**src/rtl/core/ascp_pkg.sv**
```systemverilog
// ascp_pkg: types, character constants and name tables for the slider command parser.
// Used by every module of the block; depends on nothing.
package ascp_pkg;

  localparam int NAME_COUNT = 10;
  localparam int ROOM_INDEX = 9;
  localparam int TAG_LEN    = 6;
  localparam int NAME_MAX   = 16;

  localparam logic OP_BYTE = 1'b0;
  localparam logic OP_IDLE = 1'b1;

  localparam logic [1:0] ACT_NONE  = 2'd0;
  localparam logic [1:0] ACT_PARAM = 2'd1;
  localparam logic [1:0] ACT_ROOM  = 2'd2;

  localparam logic [7:0] CH_NUL   = 8'h00;
  localparam logic [7:0] CH_OPEN  = 8'h5B;
  localparam logic [7:0] CH_CLOSE = 8'h5D;
  localparam logic [7:0] CH_COMMA = 8'h2C;
  localparam logic [7:0] CH_SPACE = 8'h20;
  localparam logic [7:0] CH_TAB   = 8'h09;
  localparam logic [7:0] CH_CR    = 8'h0D;
  localparam logic [7:0] CH_PLUS  = 8'h2B;
  localparam logic [7:0] CH_MINUS = 8'h2D;
  localparam logic [7:0] CH_ZERO  = 8'h30;
  localparam logic [7:0] CH_NINE  = 8'h39;

  localparam logic [8*TAG_LEN-1:0] TAG_TEXT = "slider";

  localparam logic [8*NAME_MAX-1:0] NAME_TEXT [NAME_COUNT] = '{
    "Turn90", "Turn180", "TranslateTarget", "ObstacleDist", "ForwardEnc",
    "IRSpeed", "IRKp", "IRKi", "IRKd", "GoRoom"
  };

  localparam logic [4:0] NAME_LEN [NAME_COUNT] = '{
    5'd6, 5'd7, 5'd15, 5'd12, 5'd10, 5'd7, 5'd4, 5'd4, 5'd4, 5'd6
  };

  typedef enum logic [1:0] {
    PH_SEEK,
    PH_IN,
    PH_CLOSED,
    PH_DEAD
  } phase_t;

  typedef enum logic [1:0] {
    NP_SKIP,
    NP_SIGN,
    NP_DIGITS,
    NP_DONE
  } num_phase_t;

  typedef struct packed {
    logic [1:0]         action;
    logic [3:0]         param_select;
    logic signed [15:0] param_value;
    logic [3:0]         room_number;
  } res_t;

  // Character at position pos of the tag; valid for pos below TAG_LEN
  function automatic logic [7:0] tag_char(input logic [2:0] pos);
    logic [7:0] ch;
    ch = 8'h00;
    if (int'(pos) < TAG_LEN) begin
      ch = TAG_TEXT[8*(TAG_LEN-1-int'(pos)) +: 8];
    end
    return ch;
  endfunction

  // Character at position pos of name k; valid for pos below that name's length
  function automatic logic [7:0] name_char(input int k, input logic [3:0] pos);
    logic [7:0] ch;
    ch = 8'h00;
    if (int'(pos) < int'(NAME_LEN[k])) begin
      ch = NAME_TEXT[k][8*(int'(NAME_LEN[k])-1-int'(pos)) +: 8];
    end
    return ch;
  endfunction

endpackage

```
**src/rtl/core/ascp_if.sv**
```systemverilog
// ascp_if: valid/ready channel interfaces for received words and parse results.
// Depends on nothing.
interface ascp_in_if;
  logic       valid;
  logic       ready;
  logic       op;
  logic [7:0] data_byte;

  modport source (output valid, output op, output data_byte, input ready);
  modport sink (input valid, input op, input data_byte, output ready);
endinterface

interface ascp_out_if;
  logic               valid;
  logic               ready;
  logic [1:0]         action;
  logic [3:0]         param_select;
  logic signed [15:0] param_value;
  logic [3:0]         room_number;

  modport source (output valid, output action, output param_select, output param_value,
                  output room_number, input ready);
  modport sink (input valid, input action, input param_select, input param_value,
                input room_number, output ready);
endinterface

```
**src/rtl/core/ascp_parser.sv**
```systemverilog
// ascp_parser: per-frame bracket, token, name and number state, and the result of a frame.
// Depends on ascp_pkg.
module ascp_parser
  import ascp_pkg::*;
#(
  parameter int BUF_LEN = 64
) (
  input  logic       clk,
  input  logic       rst_n,
  input  logic       advance,
  input  logic       op,
  input  logic [7:0] data_byte,
  output res_t       res
);

  localparam int CNT_W = $clog2(BUF_LEN + 1);

  phase_t             phase_r, phase_nxt;
  logic [CNT_W-1:0]   cnt_r, cnt_nxt;
  logic [1:0]         field_r, field_nxt;
  logic               tok_r, tok_nxt;
  logic [4:0]         pos_r, pos_nxt;
  logic               tag_r, tag_nxt;
  logic [NAME_COUNT-1:0] names_r, names_nxt;
  num_phase_t         np_r, np_nxt;
  logic               neg_r, neg_nxt;
  logic [15:0]        acc_r, acc_nxt;
  logic               vp_r, vp_nxt;

  logic       frame_end;
  logic       byte_ok;
  logic       pkt_en;
  logic       pkt_byte;
  logic       is_close;
  logic       is_comma;
  logic       tok_char;
  logic       tok_close;
  logic       is_space;
  logic       is_digit;
  logic [4:0] pos_eff;
  logic [15:0] value;
  logic [3:0]  sel_idx;
  logic        sel_hit;

  assign frame_end = advance && (op == OP_IDLE);
  assign byte_ok   = advance && (op == OP_BYTE) && (cnt_r != CNT_W'(BUF_LEN));
  assign is_close  = (data_byte == CH_CLOSE);
  assign is_comma  = (data_byte == CH_COMMA);
  assign is_space  = (data_byte == CH_SPACE) || ((data_byte >= CH_TAB) && (data_byte <= CH_CR));
  assign is_digit  = (data_byte >= CH_ZERO) && (data_byte <= CH_NINE);

  // bracket phase: next state
  always_comb begin
    phase_nxt = phase_r;
    if (frame_end) begin
      phase_nxt = PH_SEEK;
    end else if (byte_ok) begin
      if (data_byte == CH_NUL) begin
        if (phase_r != PH_CLOSED) begin
          phase_nxt = PH_DEAD;
        end
      end else begin
        case (phase_r)
          PH_SEEK: begin
            if (data_byte == CH_OPEN) begin
              phase_nxt = PH_IN;
            end else if (is_close) begin
              phase_nxt = PH_DEAD;
            end
          end
          PH_IN: begin
            if (is_close) begin
              phase_nxt = PH_CLOSED;
            end
          end
          default: phase_nxt = phase_r;
        endcase
      end
    end
  end

  // bracket phase: outputs
  always_comb begin
    case (phase_r)
      PH_IN:   pkt_en = 1'b1;
      default: pkt_en = 1'b0;
    endcase
  end

  assign pkt_byte  = byte_ok && pkt_en && (data_byte != CH_NUL);
  assign tok_char  = pkt_byte && !is_close && !is_comma;
  assign tok_close = pkt_byte && (is_close || is_comma) && tok_r;
  assign pos_eff   = tok_r ? pos_r : 5'd0;

  always_comb begin
    cnt_nxt   = cnt_r;
    field_nxt = field_r;
    tok_nxt   = tok_r;
    pos_nxt   = pos_r;
    tag_nxt   = tag_r;
    names_nxt = names_r;
    np_nxt    = np_r;
    neg_nxt   = neg_r;
    acc_nxt   = acc_r;
    vp_nxt    = vp_r;
    if (frame_end) begin
      cnt_nxt   = '0;
      field_nxt = 2'd0;
      tok_nxt   = 1'b0;
      pos_nxt   = 5'd0;
      tag_nxt   = 1'b1;
      names_nxt = '1;
      np_nxt    = NP_SKIP;
      neg_nxt   = 1'b0;
      acc_nxt   = 16'd0;
      vp_nxt    = 1'b0;
    end else begin
      if (byte_ok) begin
        cnt_nxt = cnt_r + CNT_W'(1);
      end
      if (tok_close) begin
        if (field_r == 2'd0) begin
          if (pos_r != 5'(TAG_LEN)) begin
            tag_nxt = 1'b0;
          end
        end else if (field_r == 2'd1) begin
          for (int k = 0; k < NAME_COUNT; k++) begin
            if (pos_r != NAME_LEN[k]) begin
              names_nxt[k] = 1'b0;
            end
          end
        end
        if (field_r != 2'd3) begin
          field_nxt = field_r + 2'd1;
        end
        tok_nxt = 1'b0;
      end
      if (tok_char) begin
        tok_nxt = 1'b1;
        if (field_r == 2'd0) begin
          if ((pos_eff >= 5'(TAG_LEN)) || (tag_char(pos_eff[2:0]) != data_byte)) begin
            tag_nxt = 1'b0;
          end
        end else if (field_r == 2'd1) begin
          for (int k = 0; k < NAME_COUNT; k++) begin
            if ((pos_eff >= NAME_LEN[k]) || (name_char(k, pos_eff[3:0]) != data_byte)) begin
              names_nxt[k] = 1'b0;
            end
          end
        end else if (field_r == 2'd2) begin
          vp_nxt = 1'b1;
          if ((np_r == NP_SKIP) && is_space) begin
            np_nxt = np_r;
          end else if ((np_r == NP_SKIP) && ((data_byte == CH_PLUS) ||
                                             (data_byte == CH_MINUS))) begin
            neg_nxt = (data_byte == CH_MINUS);
            np_nxt  = NP_SIGN;
          end else if ((np_r != NP_DONE) && is_digit) begin
            acc_nxt = (acc_r << 3) + (acc_r << 1) + 16'(data_byte - CH_ZERO);
            np_nxt  = NP_DIGITS;
          end else begin
            np_nxt = NP_DONE;
          end
        end
        pos_nxt = (pos_eff != 5'd31) ? pos_eff + 5'd1 : pos_eff;
      end
    end
  end

  always_ff @(posedge clk) begin
    if (!rst_n) begin
      phase_r <= PH_SEEK;
      cnt_r   <= '0;
      field_r <= 2'd0;
      tok_r   <= 1'b0;
      pos_r   <= 5'd0;
      tag_r   <= 1'b1;
      names_r <= '1;
      np_r    <= NP_SKIP;
      neg_r   <= 1'b0;
      acc_r   <= 16'd0;
      vp_r    <= 1'b0;
    end else begin
      phase_r <= phase_nxt;
      cnt_r   <= cnt_nxt;
      field_r <= field_nxt;
      tok_r   <= tok_nxt;
      pos_r   <= pos_nxt;
      tag_r   <= tag_nxt;
      names_r <= names_nxt;
      np_r    <= np_nxt;
      neg_r   <= neg_nxt;
      acc_r   <= acc_nxt;
      vp_r    <= vp_nxt;
    end
  end

  // frame result: lowest surviving name wins
  assign value = neg_r ? (16'd0 - acc_r) : acc_r;

  always_comb begin
    sel_idx = 4'd0;
    sel_hit = 1'b0;
    for (int k = NAME_COUNT - 1; k >= 0; k--) begin
      if (names_r[k]) begin
        sel_idx = 4'(k);
        sel_hit = 1'b1;
      end
    end
  end

  always_comb begin
    res = '0;
    if ((phase_r == PH_CLOSED) && tag_r && vp_r && sel_hit) begin
      if (sel_idx == 4'(ROOM_INDEX)) begin
        if (value <= 16'd9) begin
          res.action      = ACT_ROOM;
          res.room_number = value[3:0];
        end
      end else begin
        res.action       = ACT_PARAM;
        res.param_select = sel_idx;
        res.param_value  = value;
      end
    end
  end

  a_cnt_bound: assert property (@(posedge clk) disable iff (!rst_n)
    cnt_r <= CNT_W'(BUF_LEN))
    else $error("frame byte count beyond buffer length");

  a_frame_clear: assert property (@(posedge clk) disable iff (!rst_n)
    frame_end |=> (cnt_r == '0) && (phase_r == PH_SEEK) && !vp_r && tag_r)
    else $error("frame state not cleared after end of frame");

  a_value_field: assert property (@(posedge clk) disable iff (!rst_n)
    vp_r |-> (field_r >= 2'd2))
    else $error("value seen before the third token");

  a_room_range: assert property (@(posedge clk) disable iff (!rst_n)
    (res.action == ACT_ROOM) |-> (res.room_number <= 4'd9) && (res.param_value == 16'sd0))
    else $error("room request out of range");

endmodule

```
**src/rtl/core/ascp_result_reg.sv**
```systemverilog
// ascp_result_reg: output register of the result channel.
// Depends on ascp_pkg and ascp_out_if.
module ascp_result_reg
  import ascp_pkg::*;
(
  input  logic           clk,
  input  logic           rst_n,
  input  logic           load,
  input  res_t           res,
  output logic           out_free,
  ascp_out_if.source     out_ch
);

  logic valid_r, valid_nxt;
  res_t res_r, res_nxt;

  assign out_free = !valid_r || out_ch.ready;

  always_comb begin
    valid_nxt = valid_r;
    res_nxt   = res_r;
    if (load) begin
      valid_nxt = 1'b1;
      res_nxt   = res;
    end else if (out_ch.ready) begin
      valid_nxt = 1'b0;
    end
  end

  always_ff @(posedge clk) begin
    if (!rst_n) begin
      valid_r <= 1'b0;
    end else begin
      valid_r <= valid_nxt;
    end
  end

  always_ff @(posedge clk) begin
    res_r <= res_nxt;
  end

  assign out_ch.valid        = valid_r;
  assign out_ch.action       = res_r.action;
  assign out_ch.param_select = res_r.param_select;
  assign out_ch.param_value  = res_r.param_value;
  assign out_ch.room_number  = res_r.room_number;

endmodule

```
**src/rtl/core/ascii_slider_command_parser.sv**
```systemverilog
// ascii_slider_command_parser: top level, input register feeding the parser and result register.
// Depends on ascp_pkg, ascp_if, ascp_parser and ascp_result_reg.
//
// Usage: in_ch carries received words: op 0 is a byte in data_byte, op 1 marks line
// idle and closes the frame. Text between the frame's first '[' and first ']' is
// parsed as "slider,<name>,<number>"; only the first BUF_LEN bytes of a frame count.
// out_ch gives one result word per idle marker and none per byte: action 0 nothing,
// 1 parameter write (param_select, param_value), 2 room request (room_number).
// Throughput: one input word per cycle while no idle marker waits. An accepted word is
// held in the input register; an idle marker's result then passes through the result
// register to out_ch. Bytes never wait on out_ch; an idle marker waits in the
// input register while the result register is full and unread, and in_ch.ready drops
// until it moves on. Reset clears the frame state and empties both registers.
module ascii_slider_command_parser
  import ascp_pkg::*;
#(
  parameter int BUF_LEN = 64
) (
  input  logic       clk,
  input  logic       rst_n,
  ascp_in_if.sink    in_ch,
  ascp_out_if.source out_ch
);

  logic       hold_valid_r, hold_valid_nxt;
  logic       hold_op_r, hold_op_nxt;
  logic [7:0] hold_byte_r, hold_byte_nxt;
  logic       advance;
  logic       out_free;
  logic       take;
  res_t       res;

  assign advance     = hold_valid_r && ((hold_op_r == OP_BYTE) || out_free);
  assign in_ch.ready = !hold_valid_r || advance;
  assign take        = in_ch.valid && in_ch.ready;

  always_comb begin
    hold_valid_nxt = hold_valid_r;
    hold_op_nxt    = hold_op_r;
    hold_byte_nxt  = hold_byte_r;
    if (take) begin
      hold_valid_nxt = 1'b1;
      hold_op_nxt    = in_ch.op;
      hold_byte_nxt  = in_ch.data_byte;
    end else if (advance) begin
      hold_valid_nxt = 1'b0;
    end
  end

  always_ff @(posedge clk) begin
    if (!rst_n) begin
      hold_valid_r <= 1'b0;
    end else begin
      hold_valid_r <= hold_valid_nxt;
    end
  end

  always_ff @(posedge clk) begin
    hold_op_r   <= hold_op_nxt;
    hold_byte_r <= hold_byte_nxt;
  end

  ascp_parser #(
    .BUF_LEN (BUF_LEN)
  ) u_parser (
    .clk       (clk),
    .rst_n     (rst_n),
    .advance   (advance),
    .op        (hold_op_r),
    .data_byte (hold_byte_r),
    .res       (res)
  );

  ascp_result_reg u_result (
    .clk      (clk),
    .rst_n    (rst_n),
    .load     (advance && (hold_op_r == OP_IDLE)),
    .res      (res),
    .out_free (out_free),
    .out_ch   (out_ch)
  );

  a_idle_loads: assert property (@(posedge clk) disable iff (!rst_n)
    (advance && (hold_op_r == OP_IDLE)) |=> out_ch.valid)
    else $error("end of frame gave no result word");

  a_byte_no_wait: assert property (@(posedge clk) disable iff (!rst_n)
    (hold_valid_r && (hold_op_r == OP_BYTE)) |-> in_ch.ready)
    else $error("byte word stalled the input");

  a_stall_holds: assert property (@(posedge clk) disable iff (!rst_n)
    (hold_valid_r && !advance) |=> hold_valid_r && $stable(hold_op_r))
    else $error("stalled idle marker lost");

endmodule
```
**src/flat_wrapper.sv**
```systemverilog
// flat-port wrapper written by rule: the top's interface ports become plain ports
module ascii_slider_command_parser_flat import ascp_pkg::*;
#(
  parameter int BUF_LEN = 64
)
  (clk, rst_n, in_ch_valid, in_ch_op, in_ch_data_byte, in_ch_ready, out_ch_valid, out_ch_action, out_ch_param_select, out_ch_param_value, out_ch_room_number, out_ch_ready);
  ascp_in_if in_ch_i ();
  ascp_out_if out_ch_i ();
  input  logic clk;
  input  logic rst_n;
  input wire logic [$bits(in_ch_i.valid)-1:0] in_ch_valid;
  input wire logic [$bits(in_ch_i.op)-1:0] in_ch_op;
  input wire logic [$bits(in_ch_i.data_byte)-1:0] in_ch_data_byte;
  output wire logic [$bits(in_ch_i.ready)-1:0] in_ch_ready;
  output wire logic [$bits(out_ch_i.valid)-1:0] out_ch_valid;
  output wire logic [$bits(out_ch_i.action)-1:0] out_ch_action;
  output wire logic [$bits(out_ch_i.param_select)-1:0] out_ch_param_select;
  output wire logic [$bits(out_ch_i.param_value)-1:0] out_ch_param_value;
  output wire logic [$bits(out_ch_i.room_number)-1:0] out_ch_room_number;
  input wire logic [$bits(out_ch_i.ready)-1:0] out_ch_ready;
  assign in_ch_i.valid = in_ch_valid;
  assign in_ch_i.op = in_ch_op;
  assign in_ch_i.data_byte = in_ch_data_byte;
  assign in_ch_ready = in_ch_i.ready;
  assign out_ch_valid = out_ch_i.valid;
  assign out_ch_action = out_ch_i.action;
  assign out_ch_param_select = out_ch_i.param_select;
  assign out_ch_param_value = out_ch_i.param_value;
  assign out_ch_room_number = out_ch_i.room_number;
  assign out_ch_i.ready = out_ch_ready;
  ascii_slider_command_parser #(.BUF_LEN(BUF_LEN)) u_core (.clk(clk), .rst_n(rst_n), .in_ch(in_ch_i), .out_ch(out_ch_i));
endmodule
```
**config.mk**
```make
export PLATFORM = sky130hd
export DESIGN_NAME = ascii_slider_command_parser_flat
export DESIGN_NICKNAME = d
export VERILOG_FILES = /design/src/rtl/core/ascp_pkg.sv /design/src/rtl/core/ascp_if.sv /design/src/rtl/core/ascp_parser.sv /design/src/rtl/core/ascp_result_reg.sv /design/src/rtl/core/ascii_slider_command_parser.sv /design/src/flat_wrapper.sv
export SDC_FILE = /design/constraint.sdc
export NUM_CORES = 1
export LEC_CHECK = 0
export ABC_CLOCK_PERIOD_IN_PS = 4000
export BUFFER_PORTS_ARGS = -buffer_cell sky130_fd_sc_hd__buf_2
export CORE_UTILIZATION = 45
export CTS_CLUSTER_SIZE = 16
export DETAILED_ROUTE_END_ITERATION = 10
export SLEW_MARGIN = 20
export SYNTH_ARGS = -nofsm -noshare
export SYNTH_HDL_FRONTEND = slang
export SYNTH_SLANG_ARGS = --single-unit
```
**constraint.sdc**
```tcl
create_clock -name clk -period 4 [get_ports clk]
set_clock_uncertainty 0.05 [all_clocks]
set_input_delay 0.6 -clock clk [delete_from_list [all_inputs] [get_ports clk]]
set_output_delay 0.6 -clock clk [all_outputs]
set_load 0.005 [all_outputs]
```
==> results.cfg, run 1 <==
[logic_synthesis]
synth_most_common_cell = nor2_1
syn-num-nets = 999
synth_edf_count = 35
ys_top_cells_by_area = edfxtp_1, dfxtp_1, ha_1
syn_inst = 939
yosysTopAreaCellShare_pct = 13.92
synthTopCellsByCount = nor2_1, nand2_1, a21oi_1
ys.flop_type = dfxtp_1
synth.cell_area_um2 = 7551
ys_ff_latch = 85
ys_seq_area_share_pct = 27.17
yosys_warnings = 0
synth_async_sr_flop_share_pct = 0
synth.avg_cell_area_um2 = 8.042
synth_top_area_cell = edfxtp_1
ys_types = 88

[drt]
ant_nets = 0
viasPerCell = 5.958
dr.pass1.iters = 5
vias = 7025
drc = 0
wl_per_cell_um = 18.11
drtIter0Drc = 544
wl_um = 21350

[worst_hold_path]
hold_start = in_ch_data_byte[6]
hp-class = in -> reg
holdPathEnd = u_core.hold_byte_r[6]
min_path_cells = 1

[critical_path]
start_kind = flip-flop
crit_type = reg -> reg
path_max_fanout = 12
required_ps = 4240
r2r_slack_ps = 570
r2r-end = u_core.u_parser.acc_r[11]
cp-end-kind = flip-flop
arrival_ps = 3680
ff2ff_path_depth = 14
r2r-start = u_core.hold_byte_r[5]

[place]
place_congestion = 0.9510
port_buffers = 40
dp_slack_ps = 641.6
place_inst = 1163
dp_hpwl_um = 15680

[cts]
cts.sinks = 85
cts_tree = yes
postCtsSetupRepairBufs = 0
clk_pin_slew_ps = 70
cts_resized = 0
cts_root_buffer = clkbuf_16
cts_buffer_depth = 2
htreeDepth = 3
hold_buffers = 0
numCtsBuffers = 9
insertion_delay_ps = 350

[status]
outcome = completed

[power_and_ir_drop]
peakVddDrop_v = 0.0003500
leakagePower_uw = 0.003151
power_density_nw_per_um2 = 249.6

[floorplanning]
ioPinCount = 41
dieArea_um2 = 17300
initial_utilization_pct = 46.86
die_w_um = 131.5
rows = 46
core_um2 = 16120
fp.dieH_um = 131.5

[sta]
hold_viol = 0
slew_headroom_pct = 26.78
finalWorstSetupSlack_ps = 565.2
rsz0062_at_grt = no
worst_pin_slew_ps = 1093
drv_slew = 0
fin_crit_sh_pct = 85.87
fin_hold_ws_ps = 376.4
setup_violations = 0
fmax_mhz = 291.1
period_needed_ps = 3435
finalSetupTns_ps = 0

[global_route]
grt_start_max_net_pins = 48
antenna_found_initial = 0
grt_pass1_wl_um = 34660
grt_pass1_vias = 6465
track_usage_pct = 25.06
gr-total-overflow = 0

[final_layout]
layout.cells.non_filler = 1179
antenna_cells = 0
fin_nets = 1018
area_growth_pct = 10.31
drive_above_1_share_pct = 12.98

[job]
max_cap_viol_count = 0
## metrics by stage
stage	area [µm²]	total power, µW	utilization [%]
finish	8329	2079	51.68
global route	8329	2155	51.68
CTS	8329	2102	51.68
detailed placement	7990	1137	49.58
global placement	7990	1136	49.58
floorplan	7551	1071	-
## where the power goes
group	switching, µW	internal [µW]	total (µW)
sequential	9.83	917	927
combinational	120	73.8	194
clock	351	607	958
total	481	1600	2080
## worst max path at each step
stage                                     start                        end
final                     u_core.hold_byte_r[5]  u_core.u_parser.acc_r[11]
after global routing      u_core.hold_byte_r[5]  u_core.u_parser.acc_r[11]
after CTS                 u_core.hold_byte_r[5]  u_core.u_parser.acc_r[11]
after detailed placement  u_core.hold_byte_r[5]  u_core.u_parser.acc_r[11]
after global placement    u_core.hold_byte_r[5]  u_core.u_parser.acc_r[11]
after floorplan           u_core.hold_byte_r[6]  u_core.u_parser.acc_r[15]
## metal layers
metal / GRT usage (%) / vias to the layer above / part of all wire [%]
met3: 4.514 / 25 / 8.7
li1: - / 3435 / -
met4: 6.912 / 0 / 1.4
met1: 37.33 / 3269 / 48
met5: 0 / - / 0
met2: 36.51 / 296 / 42
## critical path, stage by stage, from the launching register on
cell and delay [ps]:
edfxtp_1 350, buf_4 220, clkinv_1 110, ha_1 280
inv_1 50, fa_1 470, inv_1 40, ha_1 330
o21ai_0 120, o211ai_1 140, a21oi_1 290, or4b_2 630
nand4_1 110, mux2i_1 70, nor2_1 100
## cells in the final DEF, fill, tap and decap left out, types with 16 or more instances in the layout
cell / n
nor2_1: 106
buf_4: 31
xor2_1: 24
ha_1: 34
mux2i_1: 27
xnor2_1: 39
dfxtp_1: 50
edfxtp_1: 35
buf_2: 40
a21oi_1: 62
inv_1: 45
a31oi_1: 16
o21ai_0: 46
nor3_1: 29
nand2_1: 64
nand3_1: 22
## flip-flops by register name, indices dropped and copies added (netlist names), 4 cells and up
signal / flops
u_core.hold_byte_r: 8
u_core.u_result.out_ch.param_value: 16
u_core.u_result.out_ch.param_select: 4
u_core.u_result.out_ch.room_number: 4
u_core.u_parser.cnt_r: 7
u_core.u_parser.pos_r: 5
u_core.u_parser.acc_r: 16
u_core.u_parser.names_r: 10
## cell families after synthesis
family	Yosys count	share of synthesized area [%]
and+or+nand+nor	351	24.23
AOI/OAI and AO/OA	253	22.09
DFF	85	27.17
buffers and inverters	110	6.098
muxes	30	4.026
xor gates and xnor gates	63	7.307
adders and majority gates	47	9.080
## final cells by class
cell class / count / area, µm²
Inverter: 47 / 176.4
Tap cell: 216 / 270.3
Timing Repair Buffer: 71 / 432.9
Clock buffer: 9 / 225.2
Clock inverter: 7 / 113.9
Multi-Input combinational cell: 744 / 5059
Fill cell: 1606 / 7786
Sequential cell: 85 / 2052
No activity file was read; power rests on OpenSTA's default activity.
==> inputs of run 2 (changes only) <==
MAX_ROUTING_LAYER = met4   (was default)
==> results.cfg, run 2 (synthesized netlist as in run 1, its figures left out) <==
[drt]
viasPerCell = 5.971
drc = 0
ant_nets = 0
dr.pass1.iters = 7
vias = 7040
wl_um = 21270
wl_per_cell_um = 18.04
drtIter0Drc = 653

[final_layout]
antenna_cells = 0
area_growth_pct = 10.31
drive_above_1_share_pct = 12.98
multiInputGateArea_um2 = 5059
final_area_um2 = 8329
seq_area_um2 = 2052
fill_cells = 1606
fin_nets = 1018
layout.cells.non_filler = 1179
final_common_cell = nor2_1
utilization_pct = 51.68
final_cell_mix = nor2_1, nand2_1, a21oi_1, dfxtp_1, o21ai_0

[power_and_ir_drop]
peakVddDrop_v = 0.0003487
power_density_nw_per_um2 = 249.8
leakagePower_uw = 0.003151

[sta]
fmax_mhz = 290.5
setup_violations = 0
rsz0062_at_grt = no
slew_headroom_pct = 29.07
period_needed_ps = 3443
finalSetupTns_ps = 0
fin_hold_ws_ps = 377.4
hold_viol = 0
worst_pin_slew_ps = 1059
drv_slew = 0
fin_crit_sh_pct = 86.07

[floorplanning]
die_w_um = 131.5
fp.dieH_um = 131.5
rows = 46
dieArea_um2 = 17300
core_um2 = 16120
ioPinCount = 41
initial_utilization_pct = 46.86

[global_route]
grt_pass1_vias = 6457
grt_pass1_wl_um = 34640
grt_start_max_net_pins = 48
antenna_found_initial = 0
gr-total-overflow = 0
track_usage_pct = 25.79

[job]
max_cap_viol_count = 0

[place]
place_inst = 1163
place_area_um2 = 7990
dp_hpwl_um = 15680
port_buffers = 40
place_congestion = 0.9683

[critical_path]
arrival_ps = 3680
worstSetupEndpoint = u_core.u_parser.acc_r[11]
crit_path_start = u_core.hold_byte_r[5]
r2r-end = u_core.u_parser.acc_r[11]
cp-end-kind = flip-flop
r2r-start = u_core.hold_byte_r[5]
crit_type = reg -> reg
ff2ff_path_depth = 14
r2r_slack_ps = 560
required_ps = 4240
path_max_fanout = 12
start_kind = flip-flop

[cts]
cts_tree = yes
htreeDepth = 3
clk_pin_slew_ps = 70
cts_resized = 0
cts.sinks = 85
insertion_delay_ps = 350
postCtsSetupRepairBufs = 0
cts_root_buffer = clkbuf_16
cts_buffer_depth = 2
hold_buffers = 0
numCtsBuffers = 9

[worst_hold_path]
hp-class = in -> reg

[status]
outcome = completed
==> run 2: cell counts in the layout (fill, tap and decap cells not counted) <==
No cell type changed its count.
==> run 2: power by group <==
part	internal [µW]	leakage (µW)	switching, µW	total [µW]
logic	73.8	0.00229	120	194
clock network	607	0.000161	353	960
registers	917	0.000698	9.83	927
total	1600	0.00315	483	2080
==> run 2: how the worst min path moves through the flow <==
stage / end / cells after the start / slack (ps) / from
2_1_floorplan: u_core.u_parser.vp_r / 2 / 390 / u_core.u_parser.vp_r
3_3_place_gp: u_core.u_parser.names_r[8] / 1 / 410 / u_core.u_parser.names_r[8]
3_5_place_dp: u_core.u_parser.names_r[8] / 1 / 410 / u_core.u_parser.names_r[8]
4_1_cts: u_core.hold_byte_r[6] / 1 / 360 / in_ch_data_byte[6]
5_1_grt: u_core.hold_byte_r[3] / 1 / 360 / in_ch_data_byte[3]
6_report: u_core.hold_byte_r[6] / 1 / 380 / in_ch_data_byte[6]
==> run 2: stage by stage <==
stage,total power [µW],setup slack (ps)
CTS,2102,571.1
finish,2081,557.1
detailed placement,1137,641.6
floorplan,1071,203.4
global placement,1136,692.5
global route,2154,360.8
==> run 2: final cells by class <==
cell class | instances | share of cell area [%]
Clock buffer | 9 | 2.704
Clock inverter | 7 | 1.367
Inverter | 47 | 2.118
Multi-Input combinational cell | 744 | 60.73
Sequential cell | 85 | 24.64
Tap cell | 216 | 3.245
Timing Repair Buffer | 71 | 5.198
==> run 2: worst max-delay path: stages, from the launching register on <==
cell and delay, ps:
edfxtp_1 350, buf_4 220, clkinv_1 120, ha_1 280, inv_1 50, fa_1 470
inv_1 40, ha_1 330, o21ai_0 120, o211ai_1 140, a21oi_1 300, or4b_2 630
nand4_1 110, mux2i_1 70, nor2_1 100
==> run 2: layer usage <==
layer / GRT usage [%] / wire [µm]
met5: - / 0
met2: 36.51 / 8873
met1: 37.45 / 10510
met3: 4.398 / 1607
met4: 6.783 / 286
==> inputs of run 3 (changes only) <==
ABC_CLOCK_PERIOD_IN_PS = 2970   (was 4000)
CAP_MARGIN = 20   (was default)
CELL_PAD_IN_SITES_DETAIL_PLACEMENT = 1   (was default)
CELL_PAD_IN_SITES_GLOBAL_PLACEMENT = 1   (was default)
CORE_UTILIZATION = 43   (was 45)
PLACE_DENSITY_LB_ADDON = 0.1   (was default)
clock period = 2.97 ns   (was 4 ns; I/O delays follow)
==> results.cfg, run 3 (synthesized netlist as in run 1, its figures left out) <==
[status]
outcome = complete, but fails checks
violations = setup timing

[power_and_ir_drop]
p_comb_share_pct = 12.4
p_switching_uw = 731.8
peakVddDrop_v = 0.0002724
switching_share_pct = 27.28
seqPwrFrac_pct = 46.5
leakagePower_uw = 0.003512
power_density_nw_per_um2 = 293.6
pwr-share-clk_pct = 41.1
p_int_uw = 1951

[floorplanning]
die_w_um = 134.5
fp.dieH_um = 134.5
rows = 48
dieArea_um2 = 18090
ioPinCount = 41
initial_utilization_pct = 43.81
core_um2 = 17240

[critical_path]
required_ps = 3160
r2r-end = u_core.u_parser.acc_r[15]
crit_type = reg -> reg
crit_path_start = u_core.hold_byte_r[4]
r2r-start = u_core.hold_byte_r[4]
r2r_slack_ps = -250
worstSetupEndpoint = u_core.u_parser.acc_r[15]
critPathMaxStageDelay_ps = 440
start_kind = flip-flop
arrival_ps = 3410
path_max_fanout = 4
cp_common_cell = buf_6
cp_cell_sequence = buf_6 -> clkinvlp_4 -> buf_6 -> fa_1 -> ha_1 -> a211oi_1 -> o211ai_1 -> a31o_2 -> or3_4 -> a31oi_4 -> xnor2_1 -> a21oi_1
cp-end-kind = flip-flop
cp_slowest_cell = fa_1
ff2ff_path_depth = 12

[drt]
wl_met3_um = 1073
drtIter0Drc = 408
wl_per_cell_um = 21.48
wl_met1_um = 11880
drc = 0
top_layer = met4
vias = 7647
viasPerCell = 6.069
ant_nets = 0
wl_um = 27060
dr_wl_met2_um = 13550
dr.pass1.iters = 5

[cts]
htreeDepth = 3
cts_root_buffer = clkbuf_16
cts.sinks = 85
cts_buffer_depth = 2
numCtsBuffers = 9
insertion_delay_ps = 350
cts_tree = yes
clk_pin_slew_ps = 70
hold_buffers = 0

[sta]
hold_viol = 0
finalSetupTns_ps = -637.0
setup_violations = 4
drv_slew = 0
slew_headroom_pct = 38.94
fin_hold_ws_ps = 215.6
finalWorstSetupSlack_ps = -248.5
period_needed_ps = 3218
rsz0062_at_grt = yes
fmax_mhz = 310.7
fin_crit_sh_pct = 108.4
worst_pin_slew_ps = 911.6

[final_layout]
final_area_um2 = 9138
antenna_cells = 0
area_growth_pct = 21.01
drive_above_1_share_pct = 22.42
final_cell_mix = nor2_1, buf_4, nand2_1, a21oi_1, dfxtp_1
final_common_cell = nor2_1
fill_cells = 2110
fin_nets = 1090

[place]
place_area_um2 = 8632
dp_hpwl_um = 20200
place_congestion = 0.9729
port_buffers = 40
dp_slack_ps = -310.8

[global_route]
grt_pass1_wl_um = 42690
grt_pass1_vias = 7846
track_usage_pct = 30.93
gr-total-overflow = 0
grt_start_max_net_pins = 37
antenna_found_initial = 0

[job]
max_cap_viol_count = 0

[worst_hold_path]
hp-class = in -> reg
==> run 3: cell types whose count changed in the layout (fill, tap and decap cells not counted), moves of 3 or more <==
cell / before / now
buf_4: 31 / 94
ha_1: 34 / 24
ha_4: 0 / 9
buf_6: 0 / 5
inv_1: 45 / 40
inv_2: 1 / 5
o21ai_0: 46 / 42
a21oi_1: 62 / 59
a21oi_2: 0 / 3
bufinv_16: 3 / 0
==> run 3: metrics by stage <==
step	total power (µW)	cells	util [%]
final	2683	1260	53.01
after floorplan	1464	939	-
after global placement	1576	1235	50.08
after CTS	2692	1253	51.97
after detailed placement	1590	1235	50.08
after global routing	2767	1260	53.01
==> run 3: worst min-delay path by stage <==
| stage | startpoint | end | slack (ps) | cells past startpoint |
|---|---|---|---|---|
| after floorplan | u_core.u_parser.vp_r | u_core.u_parser.vp_r | 390 | 2 |
| after detailed placement | u_core.u_parser.tag_r | u_core.u_parser.tag_r | 430 | 2 |
| final | in_ch_data_byte[1] | u_core.hold_byte_r[1] | 220 | 1 |
| after global routing | in_ch_data_byte[1] | u_core.hold_byte_r[1] | 210 | 1 |
| after CTS | in_ch_data_byte[1] | u_core.hold_byte_r[1] | 210 | 1 |
| after global placement | u_core.u_parser.vp_r | u_core.u_parser.vp_r | 420 | 2 |
==> run 3: layer usage <==
layer / vias up / GRT usage, %
met2: 183 / 54.26
met1: 3831 / 37.18
li1: 3582 / -
met4: 0 / 8.801
met5: - / -
met3: 51 / 3.829
==> run 3: final cells by class <==
cell class | instances | area (µm²) | area share, %
Multi-Input combinational cell | 744 | 5289 | 57.88
Sequential cell | 85 | 2052 | 22.46
Timing Repair Buffer | 143 | 1052 | 11.52
Tap cell | 225 | 281.5 | 3.081
Clock buffer | 9 | 225.2 | 2.465
Inverter | 47 | 180.2 | 1.972
Clock inverter | 7 | 57.56 | 0.6299
==> run 3: timing repair <==
action,4_1_cts,5_1_grt
resized for setup,5,23
setup endpoints to repair,7,27
buffers inserted,2,5
pin swaps,8,3
gates cloned,0,2
==> run 3: power by group through the flow <==
stage | logic, µW | registers [µW] | clock network (µW)
2_1_floorplan | 191 | 1270 | 0
3_3_place_gp | 302 | 1270 | 0
3_5_place_dp | 316 | 1270 | 0
4_1_cts | 323 | 1250 | 1120
5_1_grt | 357 | 1250 | 1160
6_report | 332 | 1250 | 1100
==> run 3: critical path, delay by kind of cell, from the launching register on <==
family	cells	cell delay [ps]
compound gates	5	1040
simple gates	1	380
buf+inv	3	370
xor+xnor	1	130
flops	1	420
fa+ha+maj	2	720
